**src/rtl/core/lobm_pkg.sv**
```systemverilog
// shared types and constants for the limit order book matcher
package lobm_pkg;

   localparam int MAX_ORDERS = 64;
   localparam int SLOT_W     = $clog2(MAX_ORDERS);
   localparam int CNT_W      = $clog2(MAX_ORDERS + 1);
   localparam int RESULT_CAP = 64;
   localparam int RES_W      = $clog2(RESULT_CAP + 1);

   typedef enum logic [1:0] {
      OP_SUBMIT = 2'd0,
      OP_CANCEL = 2'd1,
      OP_LIST   = 2'd2,
      OP_TOP    = 2'd3
   } op_type;

   localparam logic [2:0] KIND_MATCH     = 3'd0;
   localparam logic [2:0] KIND_RESTED    = 3'd1;
   localparam logic [2:0] KIND_CANCELLED = 3'd2;
   localparam logic [2:0] KIND_MISS      = 3'd3;
   localparam logic [2:0] KIND_LISTED    = 3'd4;
   localparam logic [2:0] KIND_EMPTY     = 3'd5;
   localparam logic [2:0] KIND_FULL      = 3'd6;
   localparam logic [2:0] KIND_TOP       = 3'd7;

   typedef struct packed {
      op_type      op;
      logic        side;
      logic [31:0] quantity;
      logic [31:0] price;
      logic [31:0] customer;
      logic [31:0] target_id;
   } cmd_type;

   typedef struct packed {
      logic    valid;
      cmd_type cmd;
   } queue_out_type;

   typedef struct packed {
      logic [31:0] id;
      logic        side;
      logic [31:0] price;
      logic [31:0] quantity;
      logic [31:0] customer;
   } order_type;

   typedef struct packed {
      logic [2:0]  kind;
      logic [31:0] first_id;
      logic        first_side;
      logic [31:0] first_price;
      logic [31:0] first_quantity;
      logic [31:0] first_customer;
      logic [31:0] second_id;
      logic [31:0] second_price;
      logic [31:0] second_quantity;
      logic [31:0] second_customer;
      logic [31:0] fill_quantity;
      logic        last;
   } rsp_type;

endpackage

```
**src/rtl/core/lobm_front.sv**
```systemverilog
// command intake and two-entry queue toward the matching engine
module lobm_front (
   input  logic                   clock,
   input  logic                   reset,
   input  logic                   start,
   output logic                   busy,
   input  lobm_pkg::cmd_type      cmd,
   input  logic                   pop,
   output lobm_pkg::queue_out_type q_out
);

   lobm_pkg::cmd_type q_ff [2];
   logic              wr_ptr_ff;
   logic              rd_ptr_ff;
   logic [1:0]        count_ff;
   logic              push;
   logic              do_pop;

   assign busy   = (count_ff == 2'd2);
   assign push   = start && !busy;
   assign do_pop = pop && (count_ff != 2'd0);

   assign q_out.valid = (count_ff != 2'd0);
   assign q_out.cmd   = q_ff[rd_ptr_ff];

   always_ff @(posedge clock) begin
      if (push) begin
         q_ff[wr_ptr_ff] <= cmd;
      end
   end

   always_ff @(posedge clock) begin
      if (reset) begin
         wr_ptr_ff <= 1'b0;
         rd_ptr_ff <= 1'b0;
         count_ff  <= 2'd0;
      end else begin
         if (push) begin
            wr_ptr_ff <= !wr_ptr_ff;
         end
         if (do_pop) begin
            rd_ptr_ff <= !rd_ptr_ff;
         end
         count_ff <= count_ff + {1'b0, push} - {1'b0, do_pop};
      end
   end

endmodule

```
**config.mk**
```make
export PLATFORM = sky130hd
export DESIGN_NAME = lobm_front
export DESIGN_NICKNAME = d
export VERILOG_FILES = /design/src/rtl/core/lobm_pkg.sv /design/src/rtl/core/lobm_front.sv
export SDC_FILE = /design/constraint.sdc
export NUM_CORES = 1
export LEC_CHECK = 0
export ABC_AREA = 0
export BUFFER_PORTS_ARGS = -buffer_cell sky130_fd_sc_hd__buf_2
export CORE_ASPECT_RATIO = 0.8
export CORE_MARGIN = 3
export CORE_UTILIZATION = 56
export CTS_CLUSTER_DIAMETER = 150
export DETAILED_ROUTE_END_ITERATION = 10
export HOLD_SLACK_MARGIN = 0.08
export PLACE_DENSITY = 0.84
export RECOVER_POWER = 50
export SLEW_MARGIN = 20
export SYNTH_ARGS = -nofsm -noshare
export SYNTH_HDL_FRONTEND = slang
export SYNTH_SLANG_ARGS = --single-unit
```
**constraint.sdc**
```tcl
create_clock -name clock -period 8.1 [get_ports clock]
set_clock_uncertainty 0.1 [all_clocks]
set_input_delay 0.81 -clock clock [delete_from_list [all_inputs] [get_ports clock]]
set_output_delay 0.81 -clock clock [all_outputs]
set_load 0.02 [all_outputs]
```
==> reports/results.ini, run 1 <==
[run_status]
run_status = finished, violations left
failed_checks = max-capacitance violations, max-slew violations

[clock_network]
clockRootBuffer = clkbuf_16
cts_setup_buffers = 0
hold_buffers = 0
cts_tree = yes
cts.clk_slew.worst_paths_ps = 60
cts.sink_count = 267
ctsHtreeMaxLevel = 1
cts.path.max_buffers = 3
worst_skew_pair.late_latency_ps = 500
postCtsResizedCells = 0
numCtsBuffers = 25

[power]
netSwitchingPower_mw = 1.13
seq_power_share_pct = 44.8
swShare_pct = 28.5
leakage_nw = 4.64
cellInternalPower_mw = 2.85
pwr-share-comb_pct = 27.0
irDropWorstVdd_mv = 0.232
clock_power_share_pct = 28.1
p_per_area_nw_per_um2 = 323

[final_layout]
drive_above_1_share_pct = 50.1
area_delta_synth_final_pct = 22.4
multi_input_comb_area_um2 = 1930
fill_cells = 1116
sequential_cell_area_um2 = 7970
finalNetCount = 855

[setup_path]
ff2ff_path_depth = 5
timing.critical_path.to = q_ff[0][101]
rr_endpoint = q_ff[0][101]
class_of_the_most_critical_setup_path = reg -> reg
cp_data_required_time_ps = 8110
setup.worst_path.start_class = flip-flop
critPathArrivalTime_ps = 4280
path_max_fanout = 78
register_to_register_path_setup_slack_ps = 3820
cp-startpoint = count_ff[0]
timing.rr.start = count_ff[0]
cp-end-kind = flip-flop

[synthesis]
async_flop_share_pct = 0
synth-seq-area-share_pct = 79.2
postSynthAreaPerCell_um2 = 23.2
yosys_register_bits = 267
yosys.area.top_type_share_pct = 78.2
syn_nets = 571
synthesis.yosys.warnings = 0
synth.most_common_cell = edfxtp_1
ys_dominant_reg_cell = edfxtp_1
netlist_top_cells_count = 262 x edfxtp_1, 90 x mux2_4, 41 x mux2_2
synth_enable_flop_cells = 262
largest_cells_by_area_after_synthesis = edfxtp_1 78%, mux2_4 13%, mux2_2 4.6%
syn-cell-area_um2 = 10100
synth_cells = 434
synth_top_cell_by_area = edfxtp_1
number_of_unique_standard_cell_types_used_by_synthesis = 21

[sta]
worst_slack_ps = 3820
timing.fmax_mhz = 234
final_hold_viol_count = 0
rsz0062_at_grt = no
fin_crit_sh_pct = 52.8
post_route_minimum_period_ps = 4280
setup_viol = 0
finalMaxSlewViolations = 120
worst_slew_margin_rel_pct = -99.2
timing_worst_slew_pin_value_ps = 2990
totalNegativeSetupSlack_ps = 0

[placed_design]
place.gp.congestion = 0.785
port-buffer-count = 267
dpl_worst_slack_ps = 4430
detailed_place_hpwl_mm = 12.8

[detailed_routing]
top_signal_layer_used = met5
drt-initial-drc-count = 306
wl_met2_mm = 9.15
drt_drc_violations_left = 0
num_vias = 5027
route.detailed.vias_per_inst = 5.23
met3_length_mm = 1.73
postRouteWirelength_mm = 19.0
drt_pass1_iterations = 4
route.layer.met1.wl_mm = 7.51
antenna_violating_nets_post_route = 0
drt-wirelength-per-cell_um = 19.7

[global_routing]
grt_start_max_net_pins = 79
grt_pass1_wl_mm = 28.7
antenna_found_initial = 3
overflow_after_grt = 0
grt_pass1_vias = 5285
global_route_usage_sum_pct = 18.6

[hold_path]
timing.hold.worst.class = in -> reg
min_path_cells = 1
worst_hold_startpoint = cmd[71]

[floorplan]
num_rows = 43
fp.dieArea_um2 = 19600
core_um2 = 17500
floorplan.initialDensity_pct = 57.5
die_height_um = 126
io_pins = 268
floorplan.die.width_um = 156

[flow_run]
drv.max_cap_violation_count = 2

[layout by cell type (no fill, tap or decap), types with 2 or more instances in the layout]
cell and count:
mux2_4 90, ha_1 2, edfxtp_1 262, xnor2_1 2
buf_16 2, nor2_1 3, bufinv_16 3, clkinv_1 7
inv_1 3, buf_4 3, dfxtp_1 4, buf_2 194
clkbuf_1 75, clkinv_2 4, mux2_2 41, clkbuf_16 25
[worst min path at each step]
stage                   to  slack (ps)
2_1_floorplan    wr_ptr_ff         350
3_3_place_gp     wr_ptr_ff         370
3_5_place_dp     flip-flop         410
4_1_cts        q_ff[1][37]         370
5_1_grt        q_ff[0][79]         370
6_report       q_ff[1][71]         400
[cell families (layout without fill, tap and decap cells)]
kind of cell,Yosys count,after routing,synth area share (%)
XOR/XNOR,3,3,0.261
AO/OA/AOI/OAI,3,3,0.174
other,0,1,0
buffers and inverters,19,320,1.62
flip-flops,267,267,79.2
multiplexers,131,131,18.0
adder cells (fa/ha/maj),2,2,0.249
AND/OR/NAND/NOR,9,9,0.485
[power by group through the flow]
stage	Combinational, mW	Sequential [mW]	Clock (mW)
5_1_grt	1.14	1.80	1.20
4_1_cts	1.05	1.81	1.15
6_report	1.08	1.78	1.12
2_1_floorplan	0.807	1.79	0
3_5_place_dp	1.04	1.84	0
3_3_place_gp	1.02	1.83	0
[stage by stage]
stage,hold slack [ps],instances,area [um2],util (%),total power [mW]
floorplan,352,434,10100,-,2.60
global placement,371,914,11600,66.1,2.85
detailed placement,407,914,11600,66.1,2.89
CTS,370,958,12400,70.7,4.01
global route,372,961,12300,70.4,4.14
finish,399,961,12300,70.4,3.98
[sequential cells by signal (all words and copies together) (netlist names), named ones only]
name and flops:
wr_ptr_ff 1, count_ff 2, q_ff 262, rd_ptr_ff 1
[metal layers]
layer / track usage, % / vias to the layer above
li1: - / 2285
met1: 23.7 / 2464
met2: 30.8 / 226
met3: 6.15 / 48
met4: 5.56 / 4
met5: 0 / -
[critical path, cell delays in order, from the launching register on]
cell	delay, ps
dfxtp_1	340
nand2b_2	200
inv_1	110
or3_1	150
clkinvlp_2	1790
buf_4	1120
[area by class of cell]
type / count / share of cell area, %
Tap cell: 225 / 2.29
Sequential cell: 267 / 64.7
Antenna cell: 1 / 0.0203
Clock buffer: 28 / 5.17
Clock inverter: 16 / 1.24
Multi-Input combinational cell: 148 / 15.7
Timing Repair Buffer: 272 / 10.7
Inverter: 4 / 0.132
Power figures use the tool's default switching activity.
==> run 2: changes to the inputs <==
Settings changed: CORE_UTILIZATION 56 to 47, PLACE_DENSITY 0.84 to 0.75.
Clock period 8.1 ns to 3.5 ns, I/O delays scaled along.
==> run 2 against run 1 <==
  * The run still ends with max-capacitance violations, max-slew violations left
  * Global-route usage down 1.6 points
  * Sequential power up 130%
  * Core utilization is 4.9 points lower
  * Largest cell class unchanged
==> reports/results.ini, run 2 (same netlist as run 1, synthesis figures left out) <==
[floorplan]
fp.dieArea_um2 = 23200  ; was 19,600 um2
num_rows = 47  ; was 43
die_height_um = 137  ; was 126 um
core_um2 = 20900  ; was 17,500 um2
floorplan.initialDensity_pct = 48.2  ; was 57.5%
floorplan.die.width_um = 170  ; was 156 um
io_pins = 268  ; unchanged

[global_routing]
antenna_found_initial = 0  ; was 3
grt_start_max_net_pins = 75  ; was 79
global_route_usage_sum_pct = 17.0  ; was 18.6%
grt_pass1_vias = 5831  ; was 5,285
grt_pass1_wl_mm = 31.1  ; was 28.7 mm
overflow_after_grt = 0  ; unchanged

[power]
power_mw = 9.31  ; was 3.98 mW
leakage_nw = 5.12  ; was 4.64 nW
irDropWorstVdd_mv = 0.449  ; was 0.232 mV
p_per_area_nw_per_um2 = 681  ; was 323 nW/um2

[final_layout]
area_delta_synth_final_pct = 36.0  ; was 22.4%
drive_above_1_share_pct = 38.9  ; was 50.1%
final_common_cell = edfxtp_1  ; unchanged
mostFrequentLayoutCells = 262 x edfxtp_1, 158 x buf_2, 132 x dlygate4sd3_1, 111 x clkbuf_1, 90 x mux2_4  ; was 262 x edfxtp_1, 194 x buf_2, 90 x mux2_4, 75 x clkbuf_1, 41 x mux2_2
register_containing_the_most_flip_flops_in_the_final_layout = q_ff  ; unchanged
number_of_inserted_diodes = 0  ; was 1
largest_register_ff_count = 262  ; unchanged
finalNetCount = 993  ; was 855
registers_with_the_highest_flip_flop_counts = q_ff (262), count_ff (2)  ; unchanged
fill_cells = 1425  ; was 1,116

[setup_path]
ff2ff_path_depth = 3  ; was 5
setup.worst_path.start_class = flip-flop  ; unchanged
timing.critical_path.to = q_out[123]  ; was q_ff[0][101]
rr_endpoint = q_ff[1][85]  ; was q_ff[0][101]
cp-end-kind = output pin  ; was flip-flop
register_to_register_path_setup_slack_ps = 770  ; was 3820 ps
timing.rr.start = count_ff[0]  ; unchanged
critPathArrivalTime_ps = 2290  ; was 4280 ps
class_of_the_most_critical_setup_path = reg -> out  ; was reg -> reg
path_max_fanout = 48  ; was 78
cp_data_required_time_ps = 3050  ; was 8110 ps

[sta]
setup_viol = 0  ; unchanged
totalNegativeSetupSlack_ps = 0  ; unchanged
rsz0062_at_grt = no  ; unchanged
fin_worst_hold_slack_ps = 164  ; was 399 ps
timing_worst_slew_pin_value_ps = 1990  ; was 2990 ps
post_route_minimum_period_ps = 2740
finalMaxSlewViolations = 75  ; was 120
worst_slew_margin_rel_pct = -32.9  ; was -99.2%
final_hold_viol_count = 0  ; unchanged
timing.fmax_mhz = 365
fin_crit_sh_pct = 78.4

[placed_design]
detailed_place_hpwl_mm = 12.7  ; was 12.8 mm
place.gp.congestion = 0.757  ; was 0.785
port-buffer-count = 267  ; unchanged

[clock_network]
numCtsBuffers = 26  ; was 25
worst_skew_pair.late_latency_ps = 510  ; was 500 ps
cts_setup_buffers = 0  ; unchanged
cts.path.max_buffers = 3  ; unchanged
clockRootBuffer = clkbuf_16  ; unchanged
cts.sink_count = 267  ; unchanged
cts.clk_slew.worst_paths_ps = 60  ; about the same
ctsHtreeMaxLevel = 1  ; unchanged
cts_tree = yes  ; unchanged

[detailed_routing]
drt_pass1_iterations = 4  ; unchanged
antenna_violating_nets_post_route = 0  ; unchanged
drt_drc_violations_left = 0  ; unchanged
route.detailed.vias_per_inst = 4.86  ; was 5.23
drt-initial-drc-count = 321  ; was 306
num_vias = 5554  ; was 5,027
postRouteWirelength_mm = 20.9  ; was 19.0 mm
drt-wirelength-per-cell_um = 18.3  ; was 19.7 um

[run_status]
run_status = finished, violations left  ; unchanged
failed_checks = max-capacitance violations, max-slew violations  ; unchanged

[hold_path]
timing.hold.worst.class = in -> reg  ; unchanged

[flow_run]
drv.max_cap_violation_count = 1  ; was 2

[run 2: changes by cell type in the layout (fill, tap and decap cells not counted), moves of 3 or more]
cell	delta
clkbuf_2	+5
buf_2	-36
buf_12	+3
dlygate4sd3_1	+132
buf_4	+3
clkbuf_1	+36
[run 2: through the flow]
stage / cell area (um2) / instances / worst slack [ps] / utilization, %
after floorplan: 10100 / 434 / 231 / -
after detailed placement: 11700 / 965 / 1260 / 56.2
after global routing: 13700 / 1143 / 578 / 65.5
after global placement: 11700 / 965 / 1290 / 56.2
after CTS: 13800 / 1143 / 700 / 66.3
final: 13700 / 1143 / 757 / 65.5
[run 2: worst min path at each step]
stage	depth (start not counted)	start	end
2_1_floorplan	1	reset	wr_ptr_ff
3_3_place_gp	2	wr_ptr_ff	wr_ptr_ff
4_1_cts	4	start	wr_ptr_ff
6_report	4	start	wr_ptr_ff
3_5_place_dp	2	rd_ptr_ff	flip-flop
5_1_grt	4	start	wr_ptr_ff
[run 2: layout make-up]
class	instances	area, um2	area share [%]
Inverter	4	18.8	0.137
Timing Repair Buffer	409	2640	19.3
Tap cell	269	337	2.46
Clock inverter	13	87.6	0.640
Clock buffer	33	698	5.10
Multi-Input combinational cell	148	1930	14.1
Sequential cell	267	7970	58.3
[run 2: worst max-delay path, stage by stage (launching register included)]
cell and delay, ps:
dfxtp_4 890, buf_4 380, mux2_4 330, buf_2 160
[run 2: power breakdown]
group / total [mW] / leakage, nW / switching, mW / internal [mW]
Combinational: 2.59 / 2.25 / 1.41 / 1.18
Sequential: 4.16 / 2.49 / 0.187 / 3.98
Clock: 2.56 / 0.381 / 1.08 / 1.48
[run 2: per-layer routing]
layer	track usage [%]	share of wire [%]
met1	21.9	41
met2	28.7	49
met3	4.91	7.7
met4	4.63	2.3
met5	0	0
[run 2: repair_timing]
action | 4_1_cts | 5_1_grt
hold buffers | 132 | 0
gates resized for setup | 0 | 0
endpoints found under the hold margin | 267 | 0
==> run 3: changes to the inputs <==
Settings changed: CORE_UTILIZATION 47 to 52, PLACE_DENSITY 0.75 to 0.79.
Clock period 3.5 ns to 2.85 ns, I/O delays scaled along.
==> run 3 against run 2 <==
  * The flow now finishes without violations
  * Register-to-register slack worse by 270 ps
  * Critical path depth stayed put
  * Hold slack worse by 54 ps
  * Critical path type unchanged
  * Critical endpoint is now q_out[83]
==> reports/results.ini, run 3 (same netlist as run 1, synthesis figures left out) <==
[detailed_routing]
drt-wirelength-per-cell_um = 20.0  ; was 18.3 um
antenna_violating_nets_post_route = 0  ; unchanged
wl_met2_mm = 11.3  ; was 10.2 mm
num_vias = 5629  ; was 5,554
postRouteWirelength_mm = 22.6  ; was 20.9 mm
route.layer.met1.wl_mm = 8.81  ; was 8.61 mm
drt-initial-drc-count = 335  ; was 321
top_signal_layer_used = met4  ; unchanged
drt_pass1_iterations = 4  ; unchanged
route.detailed.vias_per_inst = 5.00  ; was 4.86
met3_length_mm = 2.02  ; was 1.60 mm
drt_drc_violations_left = 0  ; unchanged

[sta]
timing.fmax_mhz = 424
post_route_minimum_period_ps = 2360
final_hold_viol_count = 0  ; unchanged
rsz0062_at_grt = no  ; unchanged
timing_worst_slew_pin_value_ps = 1010  ; was 1990 ps
fin_crit_sh_pct = 82.7
worst_slew_margin_rel_pct = 32.9  ; was -32.9%
setup_viol = 0  ; unchanged
finalMaxSlewViolations = 0  ; was 75

[placed_design]
port-buffer-count = 267  ; unchanged
placed_area_um2 = 11700  ; about the same
detailed_place_hpwl_mm = 12.8  ; was 12.7 mm
place.gp.congestion = 0.763  ; was 0.757

[final_layout]
final_common_cell = edfxtp_1  ; unchanged
layout.cell_area.non_filler_um2 = 13700  ; about the same
drive_above_1_share_pct = 38.9  ; about the same
registers_with_the_highest_flip_flop_counts = q_ff (262), count_ff (2)  ; unchanged
finalNetCount = 990  ; was 993
largest_register_ff_count = 262  ; unchanged
mostFrequentLayoutCells = 262 x edfxtp_1, 160 x buf_2, 133 x dlygate4sd3_1, 111 x clkbuf_1, 90 x mux2_4  ; was 262 x edfxtp_1, 158 x buf_2, 132 x dlygate4sd3_1, 111 x clkbuf_1, 90 x mux2_4
register_containing_the_most_flip_flops_in_the_final_layout = q_ff  ; unchanged
area_delta_synth_final_pct = 36.6  ; was 36.0%

[setup_path]
ff2ff_path_depth = 3  ; unchanged
critPathArrivalTime_ps = 1970  ; was 2290 ps
crit_path_max_incr_delay_ps = 380  ; was 890 ps
cp-end-kind = output pin  ; unchanged
timing.critical_path.slowest_stage_cell = buf_12  ; was dfxtp_4
worstPathCellList = buf_12 -> mux2_4 -> buf_2  ; was buf_4 -> mux2_4 -> buf_2
path_max_fanout = 84  ; was 48
cp_data_required_time_ps = 2470  ; was 3050 ps
class_of_the_most_critical_setup_path = reg -> out  ; unchanged
setup.worst_path.start_class = flip-flop  ; unchanged

[power]
leakage_nw = 5.14  ; was 5.12 nW
p_per_area_nw_per_um2 = 855  ; was 681 nW/um2
power_mw = 11.8  ; was 9.31 mW
irDropWorstVdd_mv = 0.680  ; was 0.449 mV

[run_status]
run_status = completed  ; was finished, violations left

[floorplan]
fp.dieArea_um2 = 21100  ; was 23,200 um2
core_um2 = 18600  ; was 20,900 um2
io_pins = 268  ; unchanged
die_height_um = 130  ; was 137 um
floorplan.die.width_um = 162  ; was 170 um
num_rows = 44  ; was 47
floorplan.initialDensity_pct = 54.2  ; was 48.2%

[clock_network]
worst_skew_pair.late_latency_ps = 510  ; about the same
cts.sink_count = 267  ; unchanged
ctsHtreeMaxLevel = 1  ; unchanged
clockRootBuffer = clkbuf_16  ; unchanged
cts.clk_slew.worst_paths_ps = 60  ; about the same
cts.path.max_buffers = 3  ; unchanged
numCtsBuffers = 26  ; unchanged
cts_tree = yes  ; unchanged
postCtsResizedCells = 0  ; unchanged

[global_routing]
grt_pass1_vias = 5916  ; was 5,831
global_route_usage_sum_pct = 20.7  ; was 17.0%
antenna_found_initial = 0  ; unchanged
grt_start_max_net_pins = 85  ; was 75
overflow_after_grt = 0  ; unchanged
grt_pass1_wl_mm = 33.6  ; was 31.1 mm

[hold_path]
min_path_cells = 4  ; unchanged
timing.hold.worst.class = in -> reg  ; unchanged

[flow_run]
drv.max_cap_violation_count = 0  ; was 1

## run 3: through the flow
stage               setup TNS, ps  hold WS, ps  cells  utilization (%)  setup slack, ps
CTS                             0         91.2   1125             74.9              478
global placement                0          372    945             63.1              843
global route                    0          158   1125             74.1              342
floorplan                  -30640          249    434                -             -234
detailed placement              0          376    945             63.1              800
finish                          0          109   1126             74.1              493
## run 3: layer usage
metal,vias to the layer above,track usage (%)
met5,-,0
met1,2757,26.0
li1,2552,-
met2,292,35.9
met4,0,5.11
met3,28,6.33
## run 3: layout make-up
class                           instances  area, um2
Fill cell                            1085       4800
Inverter                                4       21.3
Clock inverter                         11        130
Antenna cell                            1       2.50
Timing Repair Buffer                  406       2640
Multi-Input combinational cell        148       1930
Clock buffer                           36        729
Sequential cell                       267       7970
Tap cell                              253        317
## run 3: path summary, 6_finish.rpt
check	slack (ps)	endpoint	startpoint
worst max-delay path	490	q_out[83]	flip-flop
worst min-delay path	110	flip-flop	pop
worst max register to register	500	q_ff[1][95]	count_ff[0]
worst min register to register	400	wr_ptr_ff	wr_ptr_ff
## run 3: critical path: cells and delay by family (launching register included)
family | cells | cell delay (ps)
flip-flops | 1 | 370
buffers and inverters | 2 | 550
multiplexers | 1 | 360
## run 3: power by group
group / internal [mW] / switching [mW] / leakage, nW
Sequential: 4.88 / 0.137 / 2.49
Clock: 2.05 / 1.37 / 0.414
Combinational: 1.45 / 1.86 / 2.23
Total: 8.38 / 3.37 / 5.14
## run 3: what timing repair did
item	4_1_cts	5_1_grt
setup buffers	0	0
hold endpoints to repair	267	0
hold buffers	133	0
